### config.mk
export PLATFORM = sky130hd
export DESIGN_NAME = dda_line_rasterizer_flat
export DESIGN_NICKNAME = d
export VERILOG_FILES = /design/src/design/dda_pkg.sv /design/src/design/dda_cmd_if.sv /design/src/design/dda_pix_if.sv /design/src/design/dda_div.sv /design/src/design/dda_line_rasterizer.sv /design/src/flat_wrapper.sv
export VERILOG_INCLUDE_DIRS = /design/src /design/src/design
export SDC_FILE = /design/constraint.sdc
export NUM_CORES = 1
export LEC_CHECK = 0
export ABC_AREA = 1
export BUFFER_PORTS_ARGS = -buffer_cell sky130_fd_sc_hd__buf_2
export CAP_MARGIN = 10
export CORE_MARGIN = 5
export CORE_UTILIZATION = 30
export DETAILED_ROUTE_END_ITERATION = 8
export PLACE_DENSITY_LB_ADDON = 0.3
export SETUP_SLACK_MARGIN = 0.02
export SLEW_MARGIN = 40
export SYNTH_ARGS = -nofsm -noshare
export SYNTH_HDL_FRONTEND = slang
export SYNTH_SLANG_ARGS = --single-unit
### constraint.sdc
create_clock -name clk -period 17.7 [get_ports clk]
set_clock_uncertainty 0.1 [all_clocks]
set_input_delay 2.655 -clock clk [delete_from_list [all_inputs] [get_ports clk]]
set_output_delay 2.655 -clock clk [all_outputs]
set_load 0.1 [all_outputs]
### src/design/dda_line_rasterizer_defines.svh
// Assertion macros shared by the line rasterizer checks.
`ifndef DDA_LINE_RASTERIZER_DEFINES_SVH
`define DDA_LINE_RASTERIZER_DEFINES_SVH

// Same-cycle implication, sampled on clk, off while rst_n is low.
`define DDA_ASSERT_NOW(label, ante, cons, msg) \
    label: assert property (@(posedge clk) disable iff (!rst_n) (ante) |-> (cons)) \
        else $error(msg);

// Next-cycle implication, sampled on clk, off while rst_n is low.
`define DDA_ASSERT_NEXT(label, ante, cons, msg) \
    label: assert property (@(posedge clk) disable iff (!rst_n) (ante) |=> (cons)) \
        else $error(msg);

`endif

### src/design/dda_pkg.sv
// Shared constants, codes and control structs of the line rasterizer.
package dda_pkg;

    // Fixed-point format of the position
    localparam int FRAC_BITS  = 16;
    localparam int COORD_BITS = 16;

    // Derived widths
    localparam int DELTA_BITS = COORD_BITS + 1;              // endpoint difference
    localparam int POS_BITS   = COORD_BITS + FRAC_BITS + 1;  // signed position
    localparam int QUO_BITS   = FRAC_BITS + 1;               // |inc| <= 1.0
    localparam int INC_BITS   = FRAC_BITS + 2;               // signed increment
    localparam int RND_BITS   = COORD_BITS + 2;              // rounded coordinate
    localparam int REM_BITS   = DELTA_BITS + 1;              // divider remainder
    localparam int CNT_BITS   = $clog2(QUO_BITS);

    // Fixed field widths
    localparam int DIM_BITS     = 13;
    localparam int ADDR_BITS    = 24;
    localparam int COLOR_BITS   = 32;
    localparam int CFG_IDX_BITS = 2;

    // Register reset values
    localparam logic [DIM_BITS-1:0] WIDTH_RESET  = DIM_BITS'(800);
    localparam logic [DIM_BITS-1:0] HEIGHT_RESET = DIM_BITS'(600);

    // Register indexes
    localparam logic [CFG_IDX_BITS-1:0] CFG_WIDTH  = CFG_IDX_BITS'(0);
    localparam logic [CFG_IDX_BITS-1:0] CFG_HEIGHT = CFG_IDX_BITS'(1);

    // Command codes
    localparam logic CMD_START = 1'b0;
    localparam logic CMD_STEP  = 1'b1;

    // Divider request and response
    typedef struct packed {
        logic                  start;
        logic [DELTA_BITS-1:0] dividend;
        logic [DELTA_BITS-1:0] divisor;
    } div_req_t;

    typedef struct packed {
        logic                busy;
        logic                done;
        logic [QUO_BITS-1:0] quotient;
    } div_rsp_t;

endpackage

### src/design/dda_cmd_if.sv
// Command channel: line endpoints, color and command code.
interface dda_cmd_if;
    logic                              valid;
    logic                              ready;
    logic                              cmd;
    logic signed [dda_pkg::COORD_BITS-1:0] start_x;
    logic signed [dda_pkg::COORD_BITS-1:0] start_y;
    logic signed [dda_pkg::COORD_BITS-1:0] end_x;
    logic signed [dda_pkg::COORD_BITS-1:0] end_y;
    logic [dda_pkg::COLOR_BITS-1:0]    line_color;

    modport source (
        output valid, cmd, start_x, start_y, end_x, end_y, line_color,
        input  ready
    );

    modport sink (
        input  valid, cmd, start_x, start_y, end_x, end_y, line_color,
        output ready
    );
endinterface

### src/design/dda_pix_if.sv
// Pixel channel: one rasterized pixel per beat.
interface dda_pix_if;
    logic                              valid;
    logic                              ready;
    logic signed [dda_pkg::COORD_BITS-1:0] pixel_x;
    logic signed [dda_pkg::COORD_BITS-1:0] pixel_y;
    logic [dda_pkg::ADDR_BITS-1:0]     pixel_address;
    logic [dda_pkg::COLOR_BITS-1:0]    pixel_color;
    logic                              visible;
    logic                              last_pixel;

    modport source (
        output valid, pixel_x, pixel_y, pixel_address, pixel_color, visible, last_pixel,
        input  ready
    );

    modport sink (
        input  valid, pixel_x, pixel_y, pixel_address, pixel_color, visible, last_pixel,
        output ready
    );
endinterface

### src/design/dda_div.sv
// Restoring divider, one quotient bit per cycle, for |delta| * 2^FRAC / steps.
module dda_div (
    input  logic              clk,
    input  logic              rst_n,
    input  dda_pkg::div_req_t req,
    output dda_pkg::div_rsp_t rsp
);

    typedef enum logic {
        D_IDLE,
        D_RUN
    } div_state_t;

    div_state_t                       state_reg;
    logic [dda_pkg::REM_BITS-1:0]     rem_reg;
    logic [dda_pkg::DELTA_BITS-1:0]   den_reg;
    logic [dda_pkg::QUO_BITS-1:0]     quo_reg;
    logic [dda_pkg::CNT_BITS-1:0]     cnt_reg;
    logic                             done_reg;

    logic [dda_pkg::REM_BITS-1:0]     den_ext;
    logic                             fits;
    logic [dda_pkg::REM_BITS-1:0]     rem_kept;
    logic                             last_iter;

    // One trial subtraction per cycle; the dividend ratio never exceeds one,
    // so the leading bit comes from the unshifted magnitude
    assign den_ext   = {1'b0, den_reg};
    assign fits      = rem_reg >= den_ext;
    assign rem_kept  = fits ? (rem_reg - den_ext) : rem_reg;
    assign last_iter = cnt_reg == dda_pkg::CNT_BITS'(dda_pkg::QUO_BITS - 1);

    always_ff @(posedge clk or negedge rst_n)
    begin
        if (!rst_n)
        begin
            state_reg <= D_IDLE;
            done_reg  <= 1'b0;
            rem_reg   <= '0;
            den_reg   <= '0;
            quo_reg   <= '0;
            cnt_reg   <= '0;
        end
        else
        begin
            // Done pulses for one cycle after the final quotient bit
            done_reg <= (state_reg == D_RUN) && last_iter;
            case (state_reg)
                D_IDLE:
                begin
                    if (req.start)
                    begin
                        rem_reg   <= {1'b0, req.dividend};
                        den_reg   <= req.divisor;
                        quo_reg   <= '0;
                        cnt_reg   <= '0;
                        state_reg <= D_RUN;
                    end
                end
                D_RUN:
                begin
                    quo_reg <= {quo_reg[dda_pkg::QUO_BITS-2:0], fits};
                    rem_reg <= {rem_kept[dda_pkg::REM_BITS-2:0], 1'b0};
                    cnt_reg <= cnt_reg + 1'b1;
                    if (last_iter)
                    begin
                        state_reg <= D_IDLE;
                    end
                end
                default:
                begin
                    state_reg <= D_IDLE;
                end
            endcase
        end
    end

    assign rsp.busy     = state_reg == D_RUN;
    assign rsp.done     = done_reg;
    assign rsp.quotient = quo_reg;

endmodule

### src/design/dda_line_rasterizer.sv
// Line rasterizer top level: command sequencer, pixel datapath, output register.
//
//   channel    dir   beat contents
//   cmd_ch     in    cmd, start_x, start_y, end_x, end_y, line_color
//   pixel_ch   out   pixel_x, pixel_y, pixel_address, pixel_color, visible, last_pixel
//   cfg_*      in    cfg_index 0 width, 1 height; cfg_data 13 bits, one write per cycle
//
// A start beat takes absolute values and the step count, then the shared
// divider runs one quotient bit per cycle, first for x, then for y.
// A step beat passes through accept, round and advance, multiply and address add.
// A finished pixel waits in the output register while the next beat is taken;
// the sequencer stalls in its address stage only if that register is still full.
// Reset is asynchronous and leaves the block idle with width 800, height 600.
`include "dda_line_rasterizer_defines.svh"

module dda_line_rasterizer (
    input  logic                              clk,
    input  logic                              rst_n,
    dda_cmd_if.sink                           cmd_ch,
    dda_pix_if.source                         pixel_ch,
    input  logic                              cfg_we,
    input  logic [dda_pkg::CFG_IDX_BITS-1:0]  cfg_index,
    input  logic [dda_pkg::DIM_BITS-1:0]      cfg_data
);

    localparam int POS_BITS = dda_pkg::POS_BITS;
    localparam int INC_BITS = dda_pkg::INC_BITS;
    localparam int RND_BITS = dda_pkg::RND_BITS;
    localparam int DLT_BITS = dda_pkg::DELTA_BITS;
    localparam int DIM_BITS = dda_pkg::DIM_BITS;

    localparam logic [POS_BITS:0] HALF_UP = (POS_BITS+1)'(64'd1 << (dda_pkg::FRAC_BITS - 1));
    localparam logic [POS_BITS:0] HALF_DN = HALF_UP - 1'b1;

    typedef enum logic [2:0] {
        S_IDLE,
        S_ABS,
        S_MAX,
        S_DIVX,
        S_DIVY,
        S_RND,
        S_MUL,
        S_OUT
    } seq_state_t;

    seq_state_t state_reg, state_next;

    // Configuration
    logic [DIM_BITS-1:0] width_reg;
    logic [DIM_BITS-1:0] height_reg;

    // Line state
    logic [DLT_BITS-1:0]             dx_reg, dy_reg;
    logic [DLT_BITS-1:0]             ax_reg, ay_reg;
    logic [POS_BITS-1:0]             pos_x_reg, pos_y_reg;
    logic [INC_BITS-1:0]             inc_x_reg, inc_y_reg;
    logic [DLT_BITS-1:0]             steps_left_reg;
    logic [dda_pkg::COLOR_BITS-1:0]  color_reg;
    logic                            busy_reg;

    // Pixel datapath
    logic [RND_BITS-1:0]             px_reg, py_reg;
    logic                            last_reg;
    logic                            vis_reg;
    logic [dda_pkg::ADDR_BITS-1:0]   prod_reg;

    // Output register
    logic                                   out_valid_reg;
    logic [dda_pkg::COORD_BITS-1:0]         out_x_reg, out_y_reg;
    logic [dda_pkg::ADDR_BITS-1:0]          out_addr_reg;
    logic [dda_pkg::COLOR_BITS-1:0]         out_color_reg;
    logic                                   out_vis_reg;
    logic                                   out_last_reg;

    dda_pkg::div_req_t div_req;
    dda_pkg::div_rsp_t div_rsp;

    logic                       cmd_accept;
    logic [DLT_BITS-1:0]        dx_c, dy_c;
    logic [DLT_BITS-1:0]        max_c;
    logic                       inc_neg;
    logic [INC_BITS-1:0]        quo_ext;
    logic [INC_BITS-1:0]        inc_c;
    logic [POS_BITS:0]          rnd_x_sum, rnd_y_sum;
    logic                       vis_c;
    logic [2*DIM_BITS-1:0]      prod_c;
    logic [dda_pkg::ADDR_BITS-1:0] addr_c;
    logic                       out_load;

    // Check terms
    logic                       start_accept;
    logic                       div_phase;
    logic                       clipped_out;
    logic                       last_step;

    assign cmd_ch.ready = state_reg == S_IDLE;
    assign cmd_accept   = cmd_ch.valid && cmd_ch.ready;

    // Endpoint differences
    assign dx_c = {cmd_ch.end_x[dda_pkg::COORD_BITS-1], cmd_ch.end_x}
                - {cmd_ch.start_x[dda_pkg::COORD_BITS-1], cmd_ch.start_x};
    assign dy_c = {cmd_ch.end_y[dda_pkg::COORD_BITS-1], cmd_ch.end_y}
                - {cmd_ch.start_y[dda_pkg::COORD_BITS-1], cmd_ch.start_y};

    // Step count is the larger magnitude
    assign max_c = (ax_reg >= ay_reg) ? ax_reg : ay_reg;

    // Divider requests: x once the count is known, y as soon as x finishes
    assign div_req.start    = (state_reg == S_MAX) || (state_reg == S_DIVX && div_rsp.done);
    assign div_req.dividend = (state_reg == S_MAX) ? ax_reg : ay_reg;
    assign div_req.divisor  = (state_reg == S_MAX) ? max_c : steps_left_reg;

    dda_div u_div (
        .clk   (clk),
        .rst_n (rst_n),
        .req   (div_req),
        .rsp   (div_rsp)
    );

    // Signed increment; a zero-length line gets none
    assign inc_neg = (state_reg == S_DIVX) ? dx_reg[DLT_BITS-1] : dy_reg[DLT_BITS-1];
    assign quo_ext = {1'b0, div_rsp.quotient};
    assign inc_c   = (steps_left_reg == '0) ? '0 : (inc_neg ? (~quo_ext + 1'b1) : quo_ext);

    // Round half away from zero: negative values add half minus one, then floor
    assign rnd_x_sum = {pos_x_reg[POS_BITS-1], pos_x_reg}
                     + (pos_x_reg[POS_BITS-1] ? HALF_DN : HALF_UP);
    assign rnd_y_sum = {pos_y_reg[POS_BITS-1], pos_y_reg}
                     + (pos_y_reg[POS_BITS-1] ? HALF_DN : HALF_UP);

    // Clip test and row offset
    assign vis_c  = !px_reg[RND_BITS-1] && (px_reg < RND_BITS'(width_reg)) &&
                    !py_reg[RND_BITS-1] && (py_reg < RND_BITS'(height_reg));
    assign prod_c = py_reg[DIM_BITS-1:0] * width_reg;
    assign addr_c = vis_reg ? (prod_reg + dda_pkg::ADDR_BITS'(px_reg[DIM_BITS-1:0])) : '0;

    assign out_load = (state_reg == S_OUT) && (!out_valid_reg || pixel_ch.ready);

    // Sequencer
    always_comb
    begin
        state_next = state_reg;
        case (state_reg)
            S_IDLE:
            begin
                if (cmd_accept)
                begin
                    if (cmd_ch.cmd == dda_pkg::CMD_START)
                        state_next = S_ABS;
                    else if (busy_reg)
                        state_next = S_RND;
                end
            end
            S_ABS:  state_next = S_MAX;
            S_MAX:  state_next = S_DIVX;
            S_DIVX: if (div_rsp.done) state_next = S_DIVY;
            S_DIVY: if (div_rsp.done) state_next = S_IDLE;
            S_RND:  state_next = S_MUL;
            S_MUL:  state_next = S_OUT;
            S_OUT:  if (out_load) state_next = S_IDLE;
            default: state_next = S_IDLE;
        endcase
    end

    // Configuration registers
    always_ff @(posedge clk or negedge rst_n)
    begin
        if (!rst_n)
        begin
            width_reg  <= dda_pkg::WIDTH_RESET;
            height_reg <= dda_pkg::HEIGHT_RESET;
        end
        else if (cfg_we)
        begin
            case (cfg_index)
                dda_pkg::CFG_WIDTH:  width_reg  <= cfg_data;
                dda_pkg::CFG_HEIGHT: height_reg <= cfg_data;
                default: ;
            endcase
        end
    end

    // State and registered outputs
    always_ff @(posedge clk or negedge rst_n)
    begin
        if (!rst_n)
        begin
            state_reg      <= S_IDLE;
            busy_reg       <= 1'b0;
            out_valid_reg  <= 1'b0;
            pos_x_reg      <= '0;
            pos_y_reg      <= '0;
            inc_x_reg      <= '0;
            inc_y_reg      <= '0;
            steps_left_reg <= '0;
            color_reg      <= '0;
        end
        else
        begin
            state_reg <= state_next;

            if (out_load)
                out_valid_reg <= 1'b1;
            else if (pixel_ch.ready)
                out_valid_reg <= 1'b0;

            case (state_reg)
                S_IDLE:
                begin
                    if (cmd_accept && cmd_ch.cmd == dda_pkg::CMD_START)
                    begin
                        dx_reg    <= dx_c;
                        dy_reg    <= dy_c;
                        pos_x_reg <= {cmd_ch.start_x[dda_pkg::COORD_BITS-1], cmd_ch.start_x,
                                      {dda_pkg::FRAC_BITS{1'b0}}};
                        pos_y_reg <= {cmd_ch.start_y[dda_pkg::COORD_BITS-1], cmd_ch.start_y,
                                      {dda_pkg::FRAC_BITS{1'b0}}};
                        color_reg <= cmd_ch.line_color;
                        busy_reg  <= 1'b1;
                    end
                end
                S_ABS:
                begin
                    ax_reg <= dx_reg[DLT_BITS-1] ? (~dx_reg + 1'b1) : dx_reg;
                    ay_reg <= dy_reg[DLT_BITS-1] ? (~dy_reg + 1'b1) : dy_reg;
                end
                S_MAX:
                begin
                    steps_left_reg <= max_c;
                end
                S_DIVX:
                begin
                    if (div_rsp.done)
                        inc_x_reg <= inc_c;
                end
                S_DIVY:
                begin
                    if (div_rsp.done)
                        inc_y_reg <= inc_c;
                end
                S_RND:
                begin
                    px_reg   <= rnd_x_sum[dda_pkg::FRAC_BITS +: RND_BITS];
                    py_reg   <= rnd_y_sum[dda_pkg::FRAC_BITS +: RND_BITS];
                    last_reg <= steps_left_reg == '0;
                    if (steps_left_reg == '0)
                    begin
                        busy_reg <= 1'b0;
                    end
                    else
                    begin
                        steps_left_reg <= steps_left_reg - 1'b1;
                        pos_x_reg <= pos_x_reg
                                   + {{(POS_BITS-INC_BITS){inc_x_reg[INC_BITS-1]}}, inc_x_reg};
                        pos_y_reg <= pos_y_reg
                                   + {{(POS_BITS-INC_BITS){inc_y_reg[INC_BITS-1]}}, inc_y_reg};
                    end
                end
                S_MUL:
                begin
                    vis_reg  <= vis_c;
                    prod_reg <= prod_c[dda_pkg::ADDR_BITS-1:0];
                end
                S_OUT:
                begin
                    if (out_load)
                    begin
                        out_x_reg     <= px_reg[dda_pkg::COORD_BITS-1:0];
                        out_y_reg     <= py_reg[dda_pkg::COORD_BITS-1:0];
                        out_addr_reg  <= addr_c;
                        out_color_reg <= color_reg;
                        out_vis_reg   <= vis_reg;
                        out_last_reg  <= last_reg;
                    end
                end
                default: ;
            endcase
        end
    end

    assign pixel_ch.valid         = out_valid_reg;
    assign pixel_ch.pixel_x       = out_x_reg;
    assign pixel_ch.pixel_y       = out_y_reg;
    assign pixel_ch.pixel_address = out_addr_reg;
    assign pixel_ch.pixel_color   = out_color_reg;
    assign pixel_ch.visible       = out_vis_reg;
    assign pixel_ch.last_pixel    = out_last_reg;

    // Checks
    assign start_accept = cmd_accept && (cmd_ch.cmd == dda_pkg::CMD_START);
    assign div_phase    = (state_reg == S_DIVX) || (state_reg == S_DIVY);
    assign clipped_out  = out_valid_reg && !out_vis_reg;
    assign last_step    = (state_reg == S_RND) && (steps_left_reg == '0);

    `DDA_ASSERT_NEXT(a_start_seq, start_accept, state_reg == S_ABS, "start beat skipped setup")
    `DDA_ASSERT_NOW(a_div_owner, div_rsp.done, div_phase, "divider done outside a divide")
    `DDA_ASSERT_NOW(a_clip_addr, clipped_out, out_addr_reg == '0, "clipped pixel has an address")
    `DDA_ASSERT_NEXT(a_last_idle, last_step, !busy_reg, "line busy after last pixel")
    `DDA_ASSERT_NOW(a_div_free, state_reg == S_IDLE, !div_rsp.busy, "divider busy while idle")

endmodule
### src/flat_wrapper.sv
// flat-port wrapper written by rule: the top's interface ports become plain ports
module dda_line_rasterizer_flat 
  (clk, rst_n, cfg_we, cfg_index, cfg_data, cmd_ch_valid, cmd_ch_cmd, cmd_ch_start_x, cmd_ch_start_y, cmd_ch_end_x, cmd_ch_end_y, cmd_ch_line_color, cmd_ch_ready, pixel_ch_valid, pixel_ch_pixel_x, pixel_ch_pixel_y, pixel_ch_pixel_address, pixel_ch_pixel_color, pixel_ch_visible, pixel_ch_last_pixel, pixel_ch_ready);
  dda_cmd_if cmd_ch_i ();
  dda_pix_if pixel_ch_i ();
  input  logic clk;
  input  logic rst_n;
  input  logic cfg_we;
  input  logic [dda_pkg::CFG_IDX_BITS-1:0] cfg_index;
  input  logic [dda_pkg::DIM_BITS-1:0] cfg_data;
  input wire logic [$bits(cmd_ch_i.valid)-1:0] cmd_ch_valid;
  input wire logic [$bits(cmd_ch_i.cmd)-1:0] cmd_ch_cmd;
  input wire logic [$bits(cmd_ch_i.start_x)-1:0] cmd_ch_start_x;
  input wire logic [$bits(cmd_ch_i.start_y)-1:0] cmd_ch_start_y;
  input wire logic [$bits(cmd_ch_i.end_x)-1:0] cmd_ch_end_x;
  input wire logic [$bits(cmd_ch_i.end_y)-1:0] cmd_ch_end_y;
  input wire logic [$bits(cmd_ch_i.line_color)-1:0] cmd_ch_line_color;
  output wire logic [$bits(cmd_ch_i.ready)-1:0] cmd_ch_ready;
  output wire logic [$bits(pixel_ch_i.valid)-1:0] pixel_ch_valid;
  output wire logic [$bits(pixel_ch_i.pixel_x)-1:0] pixel_ch_pixel_x;
  output wire logic [$bits(pixel_ch_i.pixel_y)-1:0] pixel_ch_pixel_y;
  output wire logic [$bits(pixel_ch_i.pixel_address)-1:0] pixel_ch_pixel_address;
  output wire logic [$bits(pixel_ch_i.pixel_color)-1:0] pixel_ch_pixel_color;
  output wire logic [$bits(pixel_ch_i.visible)-1:0] pixel_ch_visible;
  output wire logic [$bits(pixel_ch_i.last_pixel)-1:0] pixel_ch_last_pixel;
  input wire logic [$bits(pixel_ch_i.ready)-1:0] pixel_ch_ready;
  assign cmd_ch_i.valid = cmd_ch_valid;
  assign cmd_ch_i.cmd = cmd_ch_cmd;
  assign cmd_ch_i.start_x = cmd_ch_start_x;
  assign cmd_ch_i.start_y = cmd_ch_start_y;
  assign cmd_ch_i.end_x = cmd_ch_end_x;
  assign cmd_ch_i.end_y = cmd_ch_end_y;
  assign cmd_ch_i.line_color = cmd_ch_line_color;
  assign cmd_ch_ready = cmd_ch_i.ready;
  assign pixel_ch_valid = pixel_ch_i.valid;
  assign pixel_ch_pixel_x = pixel_ch_i.pixel_x;
  assign pixel_ch_pixel_y = pixel_ch_i.pixel_y;
  assign pixel_ch_pixel_address = pixel_ch_i.pixel_address;
  assign pixel_ch_pixel_color = pixel_ch_i.pixel_color;
  assign pixel_ch_visible = pixel_ch_i.visible;
  assign pixel_ch_last_pixel = pixel_ch_i.last_pixel;
  assign pixel_ch_i.ready = pixel_ch_ready;
  dda_line_rasterizer u_core (.clk(clk), .rst_n(rst_n), .cmd_ch(cmd_ch_i), .pixel_ch(pixel_ch_i), .cfg_we(cfg_we), .cfg_index(cfg_index), .cfg_data(cfg_data));
endmodule
# Word level (Yosys, flattened, before mapping)
# Index checks and enable logic that the tools add are counted.
dict set report op_classes {
  addsub 13
  n_mul 1
  magnitude_cmp 4
  eq_ne 18
  n_mux 40
  bitwise_logic 5
  reduce_logical 34
}
# cell n
set ops {}
lappend ops {{33-bit 2-to-1 mux} 4}
lappend ops {{33-bit case mux with 2 select lines} 2}
lappend ops {{17-bit 2-to-1 mux} 6}
lappend ops {{34-bit adder} 2}
lappend ops {{17-bit case mux with 2 select lines} 2}
lappend ops {{33-bit adder} 2}
lappend ops {{16-bit 2-to-1 mux} 4}
lappend ops {{18-bit 2-to-1 mux} 3}
lappend ops {{18-bit by 13-bit < comparator with 1-bit output} 2}
lappend ops {{18-bit case mux with 2 select lines} 1}
lappend ops {{17-bit by 1-bit adder with 17-bit output, second input constant} 2}
lappend ops {{17-bit inverter} 2}
lappend ops {{16-bit by 16-bit subtractor with 17-bit output} 2}
lappend ops {{24-bit by 13-bit adder with 24-bit output} 1}
lappend ops {{13-bit by 13-bit multiplier with 24-bit output} 1}
lappend ops {{3-bit case mux with 8 select lines} 1}
lappend ops {{2-bit AND reduction} 10}
lappend ops {{18-bit by 1-bit adder with 18-bit output, second input constant} 1}
lappend ops {{18-bit by 17-bit greater-or-equal comparator with 1-bit output} 1}
lappend ops {{3-bit 2-to-1 mux} 6}
lappend ops {{17-bit inverter with 18-bit output} 1}
lappend ops {{17-bit greater-or-equal comparator} 1}
lappend ops {{17-bit logical NOT} 1}
lappend ops {{17-bit by 1-bit subtractor with 17-bit output, second input constant} 1}
lappend ops {{23 further kinds} 56}
dict set report totals {
  regBits 461
  inputBits 117
  output_inout_bits 92
  wordCells 149
}

# Longest topological paths before layout
dict set report logic_depth {
  word_depth 5
  ltp_mapped 22
  mapped_depth_nobuf 21
}

# Modules after synthesis
# From an unflattened synthesis, not the netlist that was laid out.
dict set report hier_totals {
  hier_cells 4762
  hier_area_um2 35846.9
}
# module n_inst cells_per_inst area_per_inst_um2 seq_area_each_um2
set by_module_without_submodules {}
lappend by_module_without_submodules {dda_line_rasterizer 1 4275 32168.4 11169.5}
lappend by_module_without_submodules {dda_div 1 487 3678.5 1476.4}

# Worst setup path before layout
# No wires, ideal clock.
dict set report synth_path {
  kind {in2reg}
  from {in rst_n}
  to {reg u_core.out_last_reg, in the netlist u_core.pixel_ch.last_pixel (enable)}
  setup_time_ps 649
  arrival_ps 8839
  required_time_ps 16951
  setup_slack_ps 8112
  cell_stages 2
  path_buffers 0
  cell_sequence {inv_1 nor3_1}
}
dict set report synth_between {
  elab_chain_len 1
}
# element line_no
set synth_lines {}
lappend synth_lines {{start: declaration} flat_wrapper.sv:7} ;# input logic rst_n;
lappend synth_lines {{3-bit AND reduction (no source line)} --}
lappend synth_lines {{end signal: assignment} dda_line_rasterizer.sv:273} ;# out_last_reg <= last_reg;
lappend synth_lines {{end: declaration} dda_line_rasterizer.sv:73} ;# logic out_last_reg;
# No other way between the ends.
# A chain may end at the register's enable or synchronous reset.

# Final worst setup path
dict set report layout_path {
  from {reg u_core.py_reg[6]}
  to {reg u_core.prod_reg[22] (netlist bit) (data pin)}
}
dict set report layout_between {
  elab_chain_len 1
}
# element line_no
set layout_lines {}
lappend layout_lines {{start: declaration} dda_line_rasterizer.sv:62} ;# logic [RND_BITS-1:0] px_reg, py_reg;
lappend layout_lines {{start signal: assignment} dda_line_rasterizer.sv:244} ;# py_reg <= rnd_y_sum[dda_pkg::FRAC_BITS +: RND_BITS];
lappend layout_lines {{13-bit by 13-bit multiplier with 24-bit output} dda_line_rasterizer.sv:134} ;# assign prod_c = py_reg[DIM_BITS-1:0] * width_reg;
lappend layout_lines {{via u_core.prod_c[22]} dda_line_rasterizer.sv:86} ;# logic [2*DIM_BITS-1:0] prod_c;
lappend layout_lines {{end signal: assignment} dda_line_rasterizer.sv:262} ;# prod_reg <= prod_c[dda_pkg::ADDR_BITS-1:0];
lappend layout_lines {{end: declaration} dda_line_rasterizer.sv:65} ;# logic [dda_pkg::ADDR_BITS-1:0] prod_reg;
# The timed path passes the listed nets, and every way through them passes these cells.

==> flow_summary.json <==
{
  "arrival_ns": 5.86,
  "ys.warnings.count": 0,
  "ir_worst_vdd_mv": 0.0842,
  "route.vias.total": 30600,
  "grt_pass1_wl_um": 167000,
  "synth_top_area_share_pct": 18.4,
  "timing.rr.start": "u_core.py_reg[6]",
  "synthFlopType": "dfrtp_1",
  "grt_start_max_net_pins": 99,
  "synth_area_leader_cell": "edfxtp_1",
  "dr.pass1.iters": 5,
  "cts_buffers": 56,
  "startpoint": "u_core.py_reg[6]",
  "ys_top_cells_by_area": "edfxtp_1, dfrtp_1, nand2_1, ha_1, inv_1",
  "die_h_um": 356,
  "postCtsHoldBufs": 0,
  "tightest_slew_ns": 0.865,
  "cap_viol_max_count": 0,
  "clockRootBuffer": "clkbuf_16",
  "async_flop_share_pct": 52.3,
  "setup_viol": 0,
  "post-route-min-period_ns": 5.59,
  "nets": 5439,
  "gr-total-overflow": 0,
  "synth_fp_nets": 5260,
  "wirelength_um": 106000,
  "outcome": "completed",
  "area_growth_syn_to_layout_pct": 13.2,
  "power_mw": 3.60,
  "yosys-top-cells-count": "nand2_1, inv_1, nor2_1, nand3_1, ha_1",
  "ant_nets": 0,
  "drt-wirelength-per-cell_um": 16.1,
  "dieArea_um2": 126000,
  "antenna_found_initial": 9,
  "die_w_um": 356,
  "criticalPathCategory": "reg -> reg",
  "rsz0062_at_grt": "false",
  "min-delay-start": "u_core.last_reg",
  "synth-seq-area-share_pct": 35.3,
  "drv_slew": 0,
  "track_usage_pct": 16.5,
  "hold_depth": 0,
  "fillers": 12600,
  "ctsHtreeMaxLevel": 2,
  "cts.path.max_buffers": 3,
  "cts.sinks": 461,
  "crit_path_start_kind": "flop",
  "period_share_pct": 31.6,
  "hp-class": "reg -> reg",
  "syn_inst": 4752,
  "drc_errors": 0,
  "synth_area_um2": 35800,
  "crit_path_end_kind": "flop",
  "p_leak_nw": 20.9,
  "yosysMostFrequentCell": "nand2_1",
  "hold_viol_final": 0,
  "tns_ns": 0,
  "core_um2": 118000,
  "worstPathMaxFanout": 15,
  "clock.fmax_mhz": 179,
  "fp-row-count": 126,
  "slowest_delay_ns": 0.71,
  "synth_edf_count": 220,
  "pin_count": 209,
  "syn_area_per_cell_um2": 7.54,
  "utilization_pct": 34.3,
  "power_density_nw_per_um2": 88.7,
  "gp_congestion": 0.913,
  "cpMaxStageDelayCell": "edfxtp_1",
  "first_global_vias": 30000,
  "maxSlewHeadroom_pct": 42.3,
  "clk_latency_ns": 0.64,
  "viasPerCell": 4.65,
  "yosys_register_bits": 461,
  "multi_input_area_um2": 19600,
  "cts_tree": "yes",
  "hpwl_um": 82200,
  "crit_chain": "nand2_1 -> inv_1 -> fa_1 -> inv_1 -> fa_1 -> inv_1 -> fa_1 -> fa_1 -> inv_1 -> fa_1 -> inv_1 -> ha_1 -> a21oi_1 -> a21boi_0 -> o21ai_0 -> nand2_1 -> nand2_1 -> xor2_1",
  "cts_resized": 0,
  "drive_gt1_share_pct": 7.69,
  "ff2ff_path_depth": 18,
  "initial_utilization_pct": 30.3,
  "portBuffers": 208,
  "cts.repair_timing.setup_buffer_count": 0,
  "seq_area_um2": 12600,
  "path_clk_slew_ns": 0.06,
  "required_ns": 17.97,
  "synth_cell_types": 58,
  "dr.first_iter.drc_count": 2220
}
[cells in the final DEF, fill, tap and decap left out, types with 7 or more instances in the layout]
cell type / count
inv_2: 8
xor2_1: 88
o21ai_0: 191
a21boi_0: 7
buf_2: 207
clkinv_2: 10
a31oi_1: 8
a21o_1: 25
fa_1: 126
nor4_1: 13
dfrtp_1: 233
o22ai_1: 21
nand4_1: 33
o21a_1: 10
o211ai_1: 8
ha_1: 265
or2_2: 14
o21bai_1: 23
clkinv_1: 7
a21oi_1: 259
nand3b_1: 16
edfxtp_1: 220
nor3_1: 50
nand2_1: 1428
clkbuf_16: 60
inv_1: 811
buf_4: 11
clkbuf_1: 8
nand3_1: 269
dfstp_2: 7
o21ai_1: 21
nor2_1: 370
xnor2_1: 56
[path summary, 6_finish.rpt]
kind	end	slack [ns]
setup / recovery	u_core.prod_reg[22]	12.11
hold / removal	u_core.pixel_ch.last_pixel	0.34
setup reg to reg	u_core.prod_reg[22]	12.11
hold reg to reg	u_core.pixel_ch.last_pixel	0.34
max in group asynchronous	u_core.height_reg[6]	14.38
min in group asynchronous	u_core.u_div.rem_reg[11]	1.83
[routing by layer]
layer  up-vias  routed length [um]  share of wire [%]  global-route usage, %
met5         -                   0                  0                      0
li1      15500                   -                  -                      -
met2       663               46500                 44                   26.2
met4         0                2070                2.0                   3.54
met1     14400               50400                 47                   23.2
met3       130                7170                6.7                   3.59
[logic make-up (layout without fill, tap and decap cells)]
family,count (synthesis),count (layout),share of synthesized area (%)
and+or+nand+nor,2225,2225,25.4
buffers and inverters,927,1153,10.1
AOI/OAI and AO/OA,604,604,9.39
DFF,461,461,35.3
adders and majority gates,391,391,16.3
xor gates and xnor gates,144,144,3.52
other,0,5,0
[power breakdown]
| group | switching, mW | internal (mW) | leakage [nW] |
|---|---|---|---|
| Sequential | 0.0296 | 1.19 | 5.22 |
| Clock | 0.484 | 0.718 | 0.942 |
| Combinational | 0.728 | 0.450 | 14.8 |
[worst max-delay path, delay by kind of cell (launching register included)]
kind | cells | cell delay (ns)
buffers and inverters | 5 | 0.28
xor gates and xnor gates | 1 | 0.14
adders and majority gates | 6 | 2.94
and+or+nand+nor | 3 | 0.32
AOI/OAI and AO/OA | 3 | 0.83
DFF | 1 | 0.71
[per-stage QoR]
stage	instances	worst slack, ns	hold slack (ns)	area (um2)
4_1_cts	6578	12.08	0.342	40500
5_1_grt	6579	11.77	0.354	40600
6_report	6583	12.11	0.336	40600
2_1_floorplan	4752	8.11	0.300	35800
3_5_place_dp	6473	11.73	0.328	38600
3_3_place_gp	6470	11.79	0.321	38500
[area by class of cell]
class,count,share of cell area (%)
antenna,5,0.0308
clock buffer,71,3.88
clock inverter,34,0.876
inverter,822,7.62
multi-input combinational,3364,48.4
sequential,461,31.2
tap,1600,4.94
timing repair buffer,226,3.09
(Power assumes the default switching activity.)
